### src/hdl/hrlp_pkg.sv
package hrlp_pkg;

  // Width of the version number ports.
  localparam int unsigned NumberWidth = 16;

  // Parse phases of the request line.
  typedef enum logic [3:0] {
    PH_CMD0  = 4'd0,
    PH_CMD   = 4'd1,
    PH_URL0  = 4'd2,
    PH_URL   = 4'd3,
    PH_QUERY = 4'd4,
    PH_PROTO = 4'd5,
    PH_MAJOR = 4'd6,
    PH_MINOR = 4'd7,
    PH_END0  = 4'd8
  } phase_t;

  // Byte classification codes.
  typedef enum logic [1:0] {
    KIND_NONE   = 2'd0,
    KIND_METHOD = 2'd1,
    KIND_PATH   = 2'd2,
    KIND_QUERY  = 2'd3
  } kind_t;

  // Characters the parser looks for.
  localparam logic [7:0] ChQuestion = 8'h3F;
  localparam logic [7:0] ChSlash    = 8'h2F;
  localparam logic [7:0] ChDot      = 8'h2E;
  localparam logic [7:0] ChCr       = 8'h0D;
  localparam logic [7:0] ChLf       = 8'h0A;
  localparam logic [7:0] ChZero     = 8'h30;
  localparam logic [7:0] ChNine     = 8'h39;
  localparam logic [7:0] ChSpace    = 8'h20;
  localparam logic [7:0] ChTab      = 8'h09;

endpackage

### src/hdl/http_request_line_parser.sv
// HTTP request line parser.
//
// The input channel (in_valid, in_ready, data_byte, end_of_input) takes one
// raw byte of the request stream per transfer. The output channel
// (out_valid, out_ready, echo_byte, byte_kind, major_number, minor_number,
// line_done, line_error) returns exactly one result per input byte, in order.
// Each byte is classified as method, path or query text or as none, and the version
// numbers after the protocol slash are accumulated with saturation at
// 2^VERSION_WIDTH - 1; the ports carry their low 16 bits.
// The result of a byte is registered: it is in the output register the
// cycle after its transfer. The parser takes one byte per cycle unless the
// receiver stalls; the phase update for a byte feeds the next byte.
// When the receiver stalls, the result holds in the output register and a new
// byte is taken only in a cycle in which that result is being taken.
// A synchronous reset returns the parser to waiting for a method and empties
// the output register. After a completed line, or a byte marked as the last
// of the stream, the parser returns to the same reset state.
module http_request_line_parser #(
  parameter int unsigned VERSION_WIDTH = 16
) (
  input  logic                                 clk,
  input  logic                                 rst,
  input  logic                                 in_valid,
  output logic                                 in_ready,
  input  logic [7:0]                           data_byte,
  input  logic                                 end_of_input,
  output logic                                 out_valid,
  input  logic                                 out_ready,
  output logic [7:0]                           echo_byte,
  output logic [1:0]                           byte_kind,
  output logic [hrlp_pkg::NumberWidth-1:0]     major_number,
  output logic [hrlp_pkg::NumberWidth-1:0]     minor_number,
  output logic                                 line_done,
  output logic                                 line_error
);

  localparam int unsigned ProdWidth = VERSION_WIDTH + 4;
  localparam int unsigned WideWidth =
    (VERSION_WIDTH > hrlp_pkg::NumberWidth) ? VERSION_WIDTH : hrlp_pkg::NumberWidth;
  localparam logic [ProdWidth-1:0] VersionMax = {4'b0, {VERSION_WIDTH{1'b1}}};

  hrlp_pkg::phase_t           phase, phase_next;
  logic [VERSION_WIDTH-1:0]   major_acc, major_acc_next;
  logic [VERSION_WIDTH-1:0]   minor_acc, minor_acc_next;
  logic                       error_flag, error_flag_next;
  hrlp_pkg::kind_t            kind_next;
  logic                       done_next;
  logic                       is_ws, is_digit;
  logic                       in_fire;
  logic [ProdWidth-1:0]       digit_value;
  logic [ProdWidth-1:0]       major_prod, minor_prod;
  logic [VERSION_WIDTH-1:0]   major_sat, minor_sat;
  logic [WideWidth-1:0]       major_wide, minor_wide;
  logic [VERSION_WIDTH-1:0]   major_res, minor_res;

  // A new byte is taken whenever the output register is empty or draining.
  assign in_ready = !out_valid || out_ready;
  assign in_fire  = in_valid && in_ready;

  // Character classes.
  assign is_ws    = (data_byte == hrlp_pkg::ChSpace) ||
                    ((data_byte >= hrlp_pkg::ChTab) && (data_byte <= hrlp_pkg::ChCr));
  assign is_digit = (data_byte >= hrlp_pkg::ChZero) && (data_byte <= hrlp_pkg::ChNine);

  // Decimal accumulate: acc * 10 + digit as two shifts and two adds, saturated.
  assign digit_value = ProdWidth'(data_byte - hrlp_pkg::ChZero);
  assign major_prod  = (ProdWidth'(major_acc) << 3) + (ProdWidth'(major_acc) << 1)
                       + digit_value;
  assign minor_prod  = (ProdWidth'(minor_acc) << 3) + (ProdWidth'(minor_acc) << 1)
                       + digit_value;
  assign major_sat   = (major_prod > VersionMax) ? VERSION_WIDTH'(VersionMax)
                                                 : VERSION_WIDTH'(major_prod);
  assign minor_sat   = (minor_prod > VersionMax) ? VERSION_WIDTH'(VersionMax)
                                                 : VERSION_WIDTH'(minor_prod);

  // Phase decode for the current byte.
  always_comb begin
    phase_next      = phase;
    major_acc_next  = major_acc;
    minor_acc_next  = minor_acc;
    error_flag_next = error_flag;
    kind_next       = hrlp_pkg::KIND_NONE;
    done_next       = 1'b0;
    unique case (phase)
      hrlp_pkg::PH_CMD: begin
        if (is_ws) phase_next = hrlp_pkg::PH_URL0;
        else kind_next = hrlp_pkg::KIND_METHOD;
      end
      hrlp_pkg::PH_URL0: begin
        if (!is_ws) begin
          kind_next  = hrlp_pkg::KIND_PATH;
          phase_next = hrlp_pkg::PH_URL;
        end
      end
      hrlp_pkg::PH_URL: begin
        priority if (data_byte == hrlp_pkg::ChQuestion) phase_next = hrlp_pkg::PH_QUERY;
        else if (is_ws) phase_next = hrlp_pkg::PH_PROTO;
        else kind_next = hrlp_pkg::KIND_PATH;
      end
      hrlp_pkg::PH_QUERY: begin
        if (is_ws) phase_next = hrlp_pkg::PH_PROTO;
        else kind_next = hrlp_pkg::KIND_QUERY;
      end
      hrlp_pkg::PH_PROTO: begin
        if (data_byte == hrlp_pkg::ChSlash) phase_next = hrlp_pkg::PH_MAJOR;
        else if (data_byte == hrlp_pkg::ChCr) error_flag_next = 1'b1;
      end
      hrlp_pkg::PH_MAJOR: begin
        priority if (data_byte == hrlp_pkg::ChDot) phase_next = hrlp_pkg::PH_MINOR;
        else if (is_digit) major_acc_next = major_sat;
        else error_flag_next = 1'b1;
      end
      hrlp_pkg::PH_MINOR: begin
        priority if (is_ws) phase_next = hrlp_pkg::PH_END0;
        else if (is_digit) minor_acc_next = minor_sat;
        else error_flag_next = 1'b1;
      end
      hrlp_pkg::PH_END0: begin
        if (data_byte == hrlp_pkg::ChLf) done_next = 1'b1;
      end
      default: begin
        // Waiting for the first method byte; unused codes behave the same.
        if (!is_ws) begin
          kind_next  = hrlp_pkg::KIND_METHOD;
          phase_next = hrlp_pkg::PH_CMD;
        end
      end
    endcase
    // A stream that ends before the line completes is an error.
    if (end_of_input && !done_next) error_flag_next = 1'b1;
  end

  // Parser state advances on each input transfer and restarts after a line.
  always_ff @(posedge clk) begin
    if (rst) begin
      phase      <= hrlp_pkg::PH_CMD0;
      major_acc  <= '0;
      minor_acc  <= '0;
      error_flag <= 1'b0;
    end else if (in_fire) begin
      if (done_next || end_of_input) begin
        phase      <= hrlp_pkg::PH_CMD0;
        major_acc  <= '0;
        minor_acc  <= '0;
        error_flag <= 1'b0;
      end else begin
        phase      <= phase_next;
        major_acc  <= major_acc_next;
        minor_acc  <= minor_acc_next;
        error_flag <= error_flag_next;
      end
    end
  end

  // Output register valid flag.
  always_ff @(posedge clk) begin
    if (rst) begin
      out_valid <= 1'b0;
    end else if (in_ready) begin
      out_valid <= in_valid;
    end
  end

  // Output register payload, loaded on each input transfer.
  always_ff @(posedge clk) begin
    if (in_fire) begin
      echo_byte  <= data_byte;
      byte_kind  <= kind_next;
      major_res  <= major_acc_next;
      minor_res  <= minor_acc_next;
      line_done  <= done_next;
      line_error <= error_flag_next;
    end
  end

  // Version ports carry the low bits of the accumulators.
  assign major_wide   = WideWidth'(major_res);
  assign minor_wide   = WideWidth'(minor_res);
  assign major_number = major_wide[hrlp_pkg::NumberWidth-1:0];
  assign minor_number = minor_wide[hrlp_pkg::NumberWidth-1:0];

`ifndef SYNTHESIS
  // A completed line is always reported on its newline byte.
  assert property (@(posedge clk) disable iff (rst)
    out_valid && line_done |-> echo_byte == hrlp_pkg::ChLf)
    else $error("line_done on a byte that is not a newline");

  // A classified text byte never completes a line.
  assert property (@(posedge clk) disable iff (rst)
    out_valid && byte_kind != hrlp_pkg::KIND_NONE |-> !line_done)
    else $error("text byte reported as line completion");

  // The parser restarts after a finished line or the end of the stream.
  assert property (@(posedge clk) disable iff (rst)
    in_fire && (done_next || end_of_input) |=>
      phase == hrlp_pkg::PH_CMD0 && major_acc == '0 && minor_acc == '0 && !error_flag)
    else $error("parser state not cleared after end of line");

  // The error flag stays set for the rest of the line.
  assert property (@(posedge clk) disable iff (rst)
    in_fire && error_flag && !done_next && !end_of_input |=> error_flag)
    else $error("error flag dropped within a line");
`endif

endmodule
### config.mk
export PLATFORM = sky130hd
export DESIGN_NAME = http_request_line_parser
export DESIGN_NICKNAME = d
export VERILOG_FILES = /design/src/hdl/hrlp_pkg.sv /design/src/hdl/http_request_line_parser.sv
export SDC_FILE = /design/constraint.sdc
export NUM_CORES = 1
export LEC_CHECK = 0
export BUFFER_PORTS_ARGS = -buffer_cell sky130_fd_sc_hd__buf_2
export CORE_MARGIN = 2
export CORE_UTILIZATION = 65
export CTS_CLUSTER_DIAMETER = 200
export DETAILED_ROUTE_END_ITERATION = 8
export GPL_TIMING_DRIVEN = 0
export MAX_ROUTING_LAYER = met4
export PLACE_DENSITY = 0.93
export SYNTH_ARGS = -nofsm -noshare
export SYNTH_HDL_FRONTEND = slang
export SYNTH_SLANG_ARGS = --single-unit
### constraint.sdc
create_clock -name clk -period 15.1 [get_ports clk]
set_input_delay 3.775 -clock clk [delete_from_list [all_inputs] [get_ports clk]]
set_output_delay 3.775 -clock clk [all_outputs]
set_load 0.005 [all_outputs]
[Word level (Yosys, flattened, before mapping)]
Index checks and enable logic that the tools add are counted.
Word-level totals
  register bits after elaboration: 82
  input port bits: 13
  output and inout port bits: 46
Operators by class
  $add $sub $neg: 5
  $lt $le $gt $ge: 6
  equality and inequality tests: 21
  mux-type cells: 35
  reductions and logical operators: 11
Operators by type and width (count)
  $mux 16: 10
  $add 19x17->20: 2
  $add 20x20->20: 2
  $gt 20x16->1 const B: 2
  $mux 4: 9
  $eq 8x6->1 const B: 4
  $pmux 4 s8: 1
  $eq 4x3->1 const B: 4
  $eq 8x4->1 const B: 2
  $ne 3x3->1 const B: 5
  $mux 1: 10
  $sub 8x6->9 const B: 1
  $eq 4x2->1 const B: 2
  $ge 8x4->1 const B: 1
  $ge 8x6->1 const B: 1
  $le 8x4->1 const B: 1
  $le 8x6->1 const B: 1
  $ne 8x1->1 const B: 1
  $pmux 2 s4: 1
  $reduce_and 8->1: 1
  $mux 2: 3
  $eq 4x1->1 const B: 1
  $eq 4x4->1 const B: 1
  $logic_and 1x1->1: 4
  5 further kinds: 8

[Depth between registers and ports, before layout]
Gate-level depths: netlist of the first run.
  word-level depth: 8
  mapped depth: 15

[Worst setup path before layout of the first run]
OpenSTA, ideal clock, no wires.
  path type: in2reg
  from: input port data_byte[4]
  to: register major_res[12], in the netlist major_number[12] (data pin)
  setup time: 0.265 ns
  arrival time: 8.995 ns
  slack: 5.840 ns
  stages on the path: 14
  path buffers: 3
  path through: ha_1 nor3_1 fa_1 ha_1 clkbuf_1 a21o_1 a211o_1 a2111oi_0 a21oi_1 xor2_1 a2111oi_4 buf_2 buf_4 a21oi_1
On the way
  cells in the longest elaborated chain, start to end: 7
  elaborated cells between the ends (all ways): 11
  classes of those cells: add/sub (2); order compare (3); eq/ne (1); mux (4); reduce/logical (1)
RTL lines
  start: declaration: RTL line http_request_line_parser.sv:25  | input logic [7:0] data_byte,
  $sub 8x6->9: RTL line http_request_line_parser.sv:66  | assign digit_value = ProdWidth'(data_byte - hrlp_pkg::ChZero);
  $add 20x20->20: RTL line http_request_line_parser.sv:68  | + digit_value;
  $gt 20x16->1: RTL line http_request_line_parser.sv:71  | assign major_sat = (major_prod > VersionMax) ? VERSION_WIDTH'(VersionMax)
  $mux 16: RTL line http_request_line_parser.sv:71
  $mux 16: RTL line http_request_line_parser.sv:110  | else if (is_digit) major_acc_next = major_sat;
  $mux 16 *: RTL line http_request_line_parser.sv:109  | priority if (data_byte == hrlp_pkg::ChDot) phase_next = hrlp_pkg::PH_MINOR;
  $mux 16 *: RTL line http_request_line_parser.sv:84  | unique case (phase)
  via major_acc_next[12]: RTL line http_request_line_parser.sv:43  | logic [VERSION_WIDTH-1:0] major_acc, major_acc_next;
  end signal: assignment: RTL line http_request_line_parser.sv:169  | major_res <= major_acc_next;
  end: declaration: RTL line http_request_line_parser.sv:54  | logic [VERSION_WIDTH-1:0] major_res, minor_res;
Mark *: on every way through the listed nets, which the timed path passes. The rest lies on a longest branch.
A chain may end at the register's enable or synchronous reset.

[Final worst setup path of the first run]
  from: input port data_byte[4]
  to: register minor_res[13], in the netlist minor_number[13] (data pin)
On the way
  cells in the longest elaborated chain, start to end: 7
  elaborated cells between the ends (all ways): 15
  classes of those cells: add/sub (2); order compare (5); eq/ne (1); mux (4); reduce/logical (3)
RTL lines
  $sub 8x6->9: RTL line http_request_line_parser.sv:66
  $add 20x20->20: RTL line http_request_line_parser.sv:70  | + digit_value;
  $gt 20x16->1: RTL line http_request_line_parser.sv:73  | assign minor_sat = (minor_prod > VersionMax) ? VERSION_WIDTH'(VersionMax)
  $mux 16: RTL line http_request_line_parser.sv:73
  $mux 16: RTL line http_request_line_parser.sv:115  | else if (is_digit) minor_acc_next = minor_sat;
  $mux 16 *: RTL line http_request_line_parser.sv:114  | priority if (is_ws) phase_next = hrlp_pkg::PH_END0;
  $mux 16 *: RTL line http_request_line_parser.sv:84
  via minor_acc_next[13]: RTL line http_request_line_parser.sv:44  | logic [VERSION_WIDTH-1:0] minor_acc, minor_acc_next;
  end signal: assignment: RTL line http_request_line_parser.sv:170  | minor_res <= minor_acc_next;
  end: declaration: RTL line http_request_line_parser.sv:54
Marked as above.

==> results.yml, run 1 <==
synth:
  yosysWarnings: 0
  ys.flop_type: "edfxtp_1"
  synth_cells: 650
  async_flop_share: 0
  syn_nets: 739
  yosysTopAreaCellShare: 0.2117
  post_synth.cell_area_avg_um2: 9.603
  synth.distinct_cells: 73
  synth_area_mm2: 0.006242
  yosys_register_bits: 82
  ys_seq_area_frac: 0.3335
  synth_edf_count: 44
  synth_top_cell_by_area: "edfxtp_1"
  synth_area_leaders: "edfxtp_1, dfxtp_1, fa_1"
sta:
  hold_violations: 0
  hold_slack_ps: 555.1
  tightest_slew_ps: 1037
  rsz0062_at_grt: "false"
  period_share: 0.5542
  period_minus_slack_ps: 8368
  max_freq_mhz: 119.5
  fin_skew_ps: 12.18
  fin_tns_setup_ps: 0
  setup_viol: 0
  drv_slew: 0
  max_slew_margin: 0.3089
clocking:
  clk_latency_ps: 370
  cts-resized-gates: 0
  h-tree-depth: 3
  clock-sinks: 82
  hold_buffers: 0
  cts-root-buf: "clkbuf_8"
  cts_tree: "yes"
  clockBufferDepth: 2
  path_clk_slew_ps: 90
  cts_buffers: 9
  cts_setup_buffers: 0
layout:
  mostFrequentLayoutCells: "a21oi_1, buf_2, nor2_1"
  mostFrequentLayoutCell: "a21oi_1"
  fin_area_mm2: 0.006913
  layout-drive-gt1-share: 0.1391
  final_util: 0.7446
  diodes: 0
  layout.nets: 810
  layout-area-overhead-vs-synth_pct: 10.74
route:
  wirelength_mm: 16.51
  ant_nets: 0
  avgViaCountPerCell: 6.910
  wl_per_cell_um: 19.31
  first_pass_iters: 7
  first_iter_violations: 584
  vias: 5908
  drc: 0
grt:
  grt_overflow: 0
  grt_antenna_before_repair: 0
  track_usage: 0.3376
  grt_max_degree: 48
  grt_pass1_wl_mm: 26.91
  grt_pass1_vias: 5650
floorplan:
  fp-row-count: 35
  die_h_um: 102.0
  coreArea_mm2: 0.009284
  die_w_um: 102.0
  io_pins: 59
  die_area_mm2: 0.01040
  initial_core_util: 0.6724
critical_path:
  rr_startpoint: "minor_acc[2]"
  path_max_fanout: 11
  critical_path.startpoint_type: "input pin"
  critical_path_class: "input pin to register"
  worstSetupStartpoint: "data_byte[4]"
  cp-end-kind: "register"
  critPathArrivalTime_ps: 8470
  required_ps: 15200
power:
  power_per_cell_area_mw_per_mm2: 67.34
  worst_ir_drop_vdd_mv: 0.03842
  leakage_uw: 0.003134
status:
  status: "finished clean"
placed_design:
  place_area_mm2: 0.006721
  gp_congestion: 1.019
  place_hpwl_mm: 11.96
  portBuffers: 58
flow_run:
  max-cap-violations: 0
worst_hold_path:
  hold_path_class: "register to register"
  min-delay-start: "minor_acc[3]"
-- sequential cells by signal, indices dropped and copies added (netlist names) --
| name | flops |
|---|---|
| major_acc | 16 |
| major_number | 16 |
| minor_acc | 16 |
| minor_number | 16 |
| echo_byte | 8 |
| phase | 4 |
| byte_kind | 2 |
| error_flag | 1 |
| line_done | 1 |
| line_error | 1 |
| out_valid | 1 |
-- synth_stat cells, drive strengths merged (18+ instances only) --
cell	instances
o22a	23
ha	46
a21oi	108
nor2	50
nand2	34
xor2	18
dfxtp	38
o21ai	26
fa	30
edfxtp	44
clkbuf	22
inv	19
-- where the power goes --
group / internal [µW] / total [µW] / leakage (µW) / switching, µW
logic: 22.0 / 62.8 / 0.00229 / 40.8
clock network: 76.8 / 160 / 0.0000947 / 83.4
registers: 241 / 243 / 0.000745 / 1.91
total: 339 / 466 / 0.00313 / 126
-- layout make-up --
type	instances	area [µm²]
multi-input combinational	517	3938
clock buffer	10	127.6
inverter	19	71.32
tap	129	161.4
sequential	82	2082
fill	628	2371
clock inverter	6	63.81
buffer	32	156.4
timing repair buffer	60	312.8
-- metal layers --
metal  part of all wire  track usage
met4              0.041       0.1518
met2               0.48       0.5400
met3              0.091      0.06703
met5                  0            -
met1               0.39       0.4157
-- cell families after synthesis --
| group | synth area share |
|---|---|
| AO/OA/AOI/OAI | 0.2630 |
| XOR/XNOR | 0.04209 |
| adder cells (fa/ha/maj) | 0.1884 |
| buffers and inverters | 0.03648 |
| flip-flops | 0.3335 |
| multiplexers | 0.001604 |
| AND/OR/NAND/NOR | 0.1349 |
-- path summary, 6_finish.rpt --
path | cells after the start | slack [ps] | endpoint
min | 2 | 560 | minor_acc[3]
max reg2reg | 11 | 10810 | minor_number[1]
min reg2reg | 2 | 560 | minor_acc[3]
max | 16 | 6730 | minor_number[13]
-- through the flow --
| stage | worst slack [ps] | cells | power, µW |
|---|---|---|---|
| 2_1_floorplan | 5840 | 650 | 286.5 |
| 3_3_place_gp | 4549 | 837 | 303.5 |
| 3_5_place_dp | 6598 | 839 | 307.8 |
| 4_1_cts | 6922 | 855 | 463.2 |
| 5_1_grt | 6510 | 855 | 478.3 |
| 6_report | 6732 | 855 | 465.5 |
-- worst max-delay path, stage by stage --
cell	delay, ps
buf_2	140
ha_1	320
nor3_2	560
buf_6	280
buf_6	170
fa_1	460
ha_1	300
clkbuf_1	360
and3_1	280
nand4_1	170
o211ai_1	290
nand2_1	110
mux2i_1	290
nor3_1	330
clkbuf_1	450
a21oi_1	180
No activity file was read; power rests on OpenSTA's default activity.
==> run 2: changes to the inputs <==
- ABC_AREA: unset -> 1
- CORE_UTILIZATION: 65 -> 56
- PLACE_DENSITY: 0.93 -> 0.85
- clock period: 15.1 -> 6.95 ns (I/O delays scaled with it)
==> run 2 against run 1 <==
Effect of this change:
- area after synthesis rose by 11%
- cell area grew 12%
- count of clock-buffer cells in the layout rose by 3
- final cell count rose by 37%
- via count up 4.9%
==> results.yml, run 2 <==
status:
  status: "finished clean"
critical_path:
  cp-end-kind: "register"
  critical_path_class: "input pin to register"
  reg2reg_depth: 14
  worstSetupEndpoint: "minor_number[12]"
  critical_path.startpoint_type: "input pin"
  critPathArrivalTime_ps: 5640
  rr_endpoint: "minor_number[12]"
  cpMaxStageDelayCell: "inv_1"
  required_ps: 7040
  slowest_delay_ps: 820
  path_max_fanout: 22
  rr_startpoint: "minor_acc[0]"
  path_cells: "buf_2 > ha_1 > inv_1 > nand2_1 > inv_1 > fa_1 > ha_1 > nand2_1 > inv_2 > a21oi_1 > nand3_2 > nand2_2 > a21oi_2 > nor2_4 > buf_6 > nand3_2 > and2_1"
  worstSetupStartpoint: "data_byte[4]"
  rrSetupSlack_ps: 3780
sta:
  rsz0062_at_grt: "false"
  tightest_slew_ps: 1118
  drv_slew: 0
  setup_viol: 0
  max_slew_margin: 0.2541
  fin_skew_ps: 7.436
  hold_violations: 0
  period_share: 0.7984
  fin_ws_ps: 1401
  max_freq_mhz: 180.2
  period_minus_slack_ps: 5549
  fin_tns_setup_ps: 0
power:
  power_uw: 1175
  clock_power_share: 0.414
  combPwrFrac: 0.135
  switching_share: 0.2590
  worst_ir_drop_vdd_mv: 0.1109
  p_int_uw: 870.9
  p_switching_uw: 304.4
  power_per_cell_area_mw_per_mm2: 151.4
  leakage_uw: 0.004026
  p_seq_frac: 0.451
route:
  wirelength_mm: 16.45
  first_iter_violations: 591
  wl_per_cell_um: 14.07
  ant_nets: 0
  avgViaCountPerCell: 5.304
  drc: 0
  first_pass_iters: 6
  vias: 6200
synth:
  synth_area_mm2: 0.006955
  yosysMostFrequentCell: "nand2_1"
  synth_top_cell_by_area: "edfxtp_1"
  yosys_register_bits: 82
  async_flop_share: 0
  synth.distinct_cells: 36
  syn_nets: 1017
  synth.top_cells.by_count: "nand2_1, inv_1, nand3_1"
  synth_cells: 928
  yosysWarnings: 0
  synth_edf_count: 44
  post_synth.cell_area_avg_um2: 7.495
  yosysTopAreaCellShare: 0.1900
  ys.flop_type: "edfxtp_1"
  ys_seq_area_frac: 0.2993
  synth_area_leaders: "edfxtp_1, nand2_1, dfxtp_1"
floorplan:
  coreArea_mm2: 0.01206
  die_h_um: 115.4
  die_w_um: 115.4
  die_area_mm2: 0.01333
  io_pins: 59
  initial_core_util: 0.5767
  fp-row-count: 40
layout:
  fin_area_mm2: 0.007762
  layout-area-overhead-vs-synth_pct: 11.60
  fillers: 993
  layout.nets: 1085
  mostFrequentLayoutCell: "nand2_1"
  mostFrequentLayoutCells: "nand2_1, inv_1, nand3_1"
  final-seq-area_mm2: 0.002082
  diodes: 0
  multi_input_area_mm2: 0.004242
  final_util: 0.6436
  layout-drive-gt1-share: 0.1808
placed_design:
  gp_congestion: 0.9404
  place_hpwl_mm: 12.72
  place_area_mm2: 0.007451
  portBuffers: 57
  dp_slack_ps: 1125
clocking:
  h-tree-depth: 3
  hold_buffers: 0
  cts_setup_buffers: 0
  clockBufferDepth: 2
  clock-sinks: 82
  cts-resized-gates: 0
  cts-root-buf: "clkbuf_16"
  path_clk_slew_ps: 60
  cts_tree: "yes"
  cts_buffers: 9
  clk_latency_ps: 340
flow_run:
  max-cap-violations: 0
grt:
  grt_max_degree: 46
  grt_pass1_wl_mm: 27.14
  grt_pass1_vias: 5847
  grt_antenna_before_repair: 0
  track_usage: 0.2643
  grt_overflow: 0
worst_hold_path:
  hold_path_class: "register to register"
run 2: worst min-delay path by stage:
stage               start         end  slack (ps)  depth (start not counted)
3_5_place_dp   error_flag  error_flag         460                          2
6_report       error_flag  error_flag         460                          2
3_3_place_gp   error_flag  error_flag         450                          2
2_1_floorplan  error_flag  error_flag         450                          2
4_1_cts        error_flag  error_flag         470                          2
5_1_grt        error_flag  error_flag         510                          2
run 2: per-layer routing:
| layer | GRT usage | vias to the layer above | wire, µm |
|---|---|---|---|
| met3 | 0.03190 | 42 | 826 |
| met1 | 0.3419 | 2842 | 7429 |
| met5 | - | - | 0 |
| met2 | 0.4199 | 205 | 7629 |
| met4 | 0.1149 | 0 | 567 |
| li1 | - | 3111 | - |
run 2: cell type report:
type / count / area share
Inverter: 133 / 0.06431
Clock buffer: 13 / 0.03772
Buffer: 20 / 0.01709
Clock inverter: 3 / 0.002418
Multi-Input combinational cell: 693 / 0.5464
Sequential cell: 82 / 0.2682
Timing Repair Buffer: 57 / 0.03675
Tap cell: 168 / 0.02708
run 2: kinds of logic (layout without fill, tap and decap cells):
| group | after synthesis | in the layout | synth area share |
|---|---|---|---|
| and+or+nand+nor | 511 | 511 | 0.3504 |
| buffers and inverters | 153 | 226 | 0.09084 |
| AOI/OAI and AO/OA | 90 | 90 | 0.07016 |
| DFF | 82 | 82 | 0.2993 |
| adders and majority gates | 76 | 76 | 0.1691 |
| xor gates and xnor gates | 16 | 16 | 0.02015 |
run 2: worst max-delay path, delay by kind of cell:
family | cells | cell delay, ps
compound gates | 2 | 370
simple gates | 7 | 1000
fa+ha+maj | 3 | 1200
buf+inv | 5 | 1330
run 2: power by group through the flow:
| stage | Combinational [µW] | Sequential (µW) | Clock [µW] |
|---|---|---|---|
| after detailed placement | 155 | 541 | 0 |
| after global placement | 152 | 541 | 0 |
| final | 158 | 530 | 487 |
| after floorplan | 102 | 543 | 0 |
| after global routing | 175 | 532 | 505 |
| after CTS | 157 | 530 | 489 |
run 2: per-stage QoR:
stage	std cells	hold WS [ps]
2_1_floorplan	928	445.3
3_3_place_gp	1153	452.4
3_5_place_dp	1153	457.6
4_1_cts	1169	467.0
5_1_grt	1169	505.1
6_report	1169	465.0
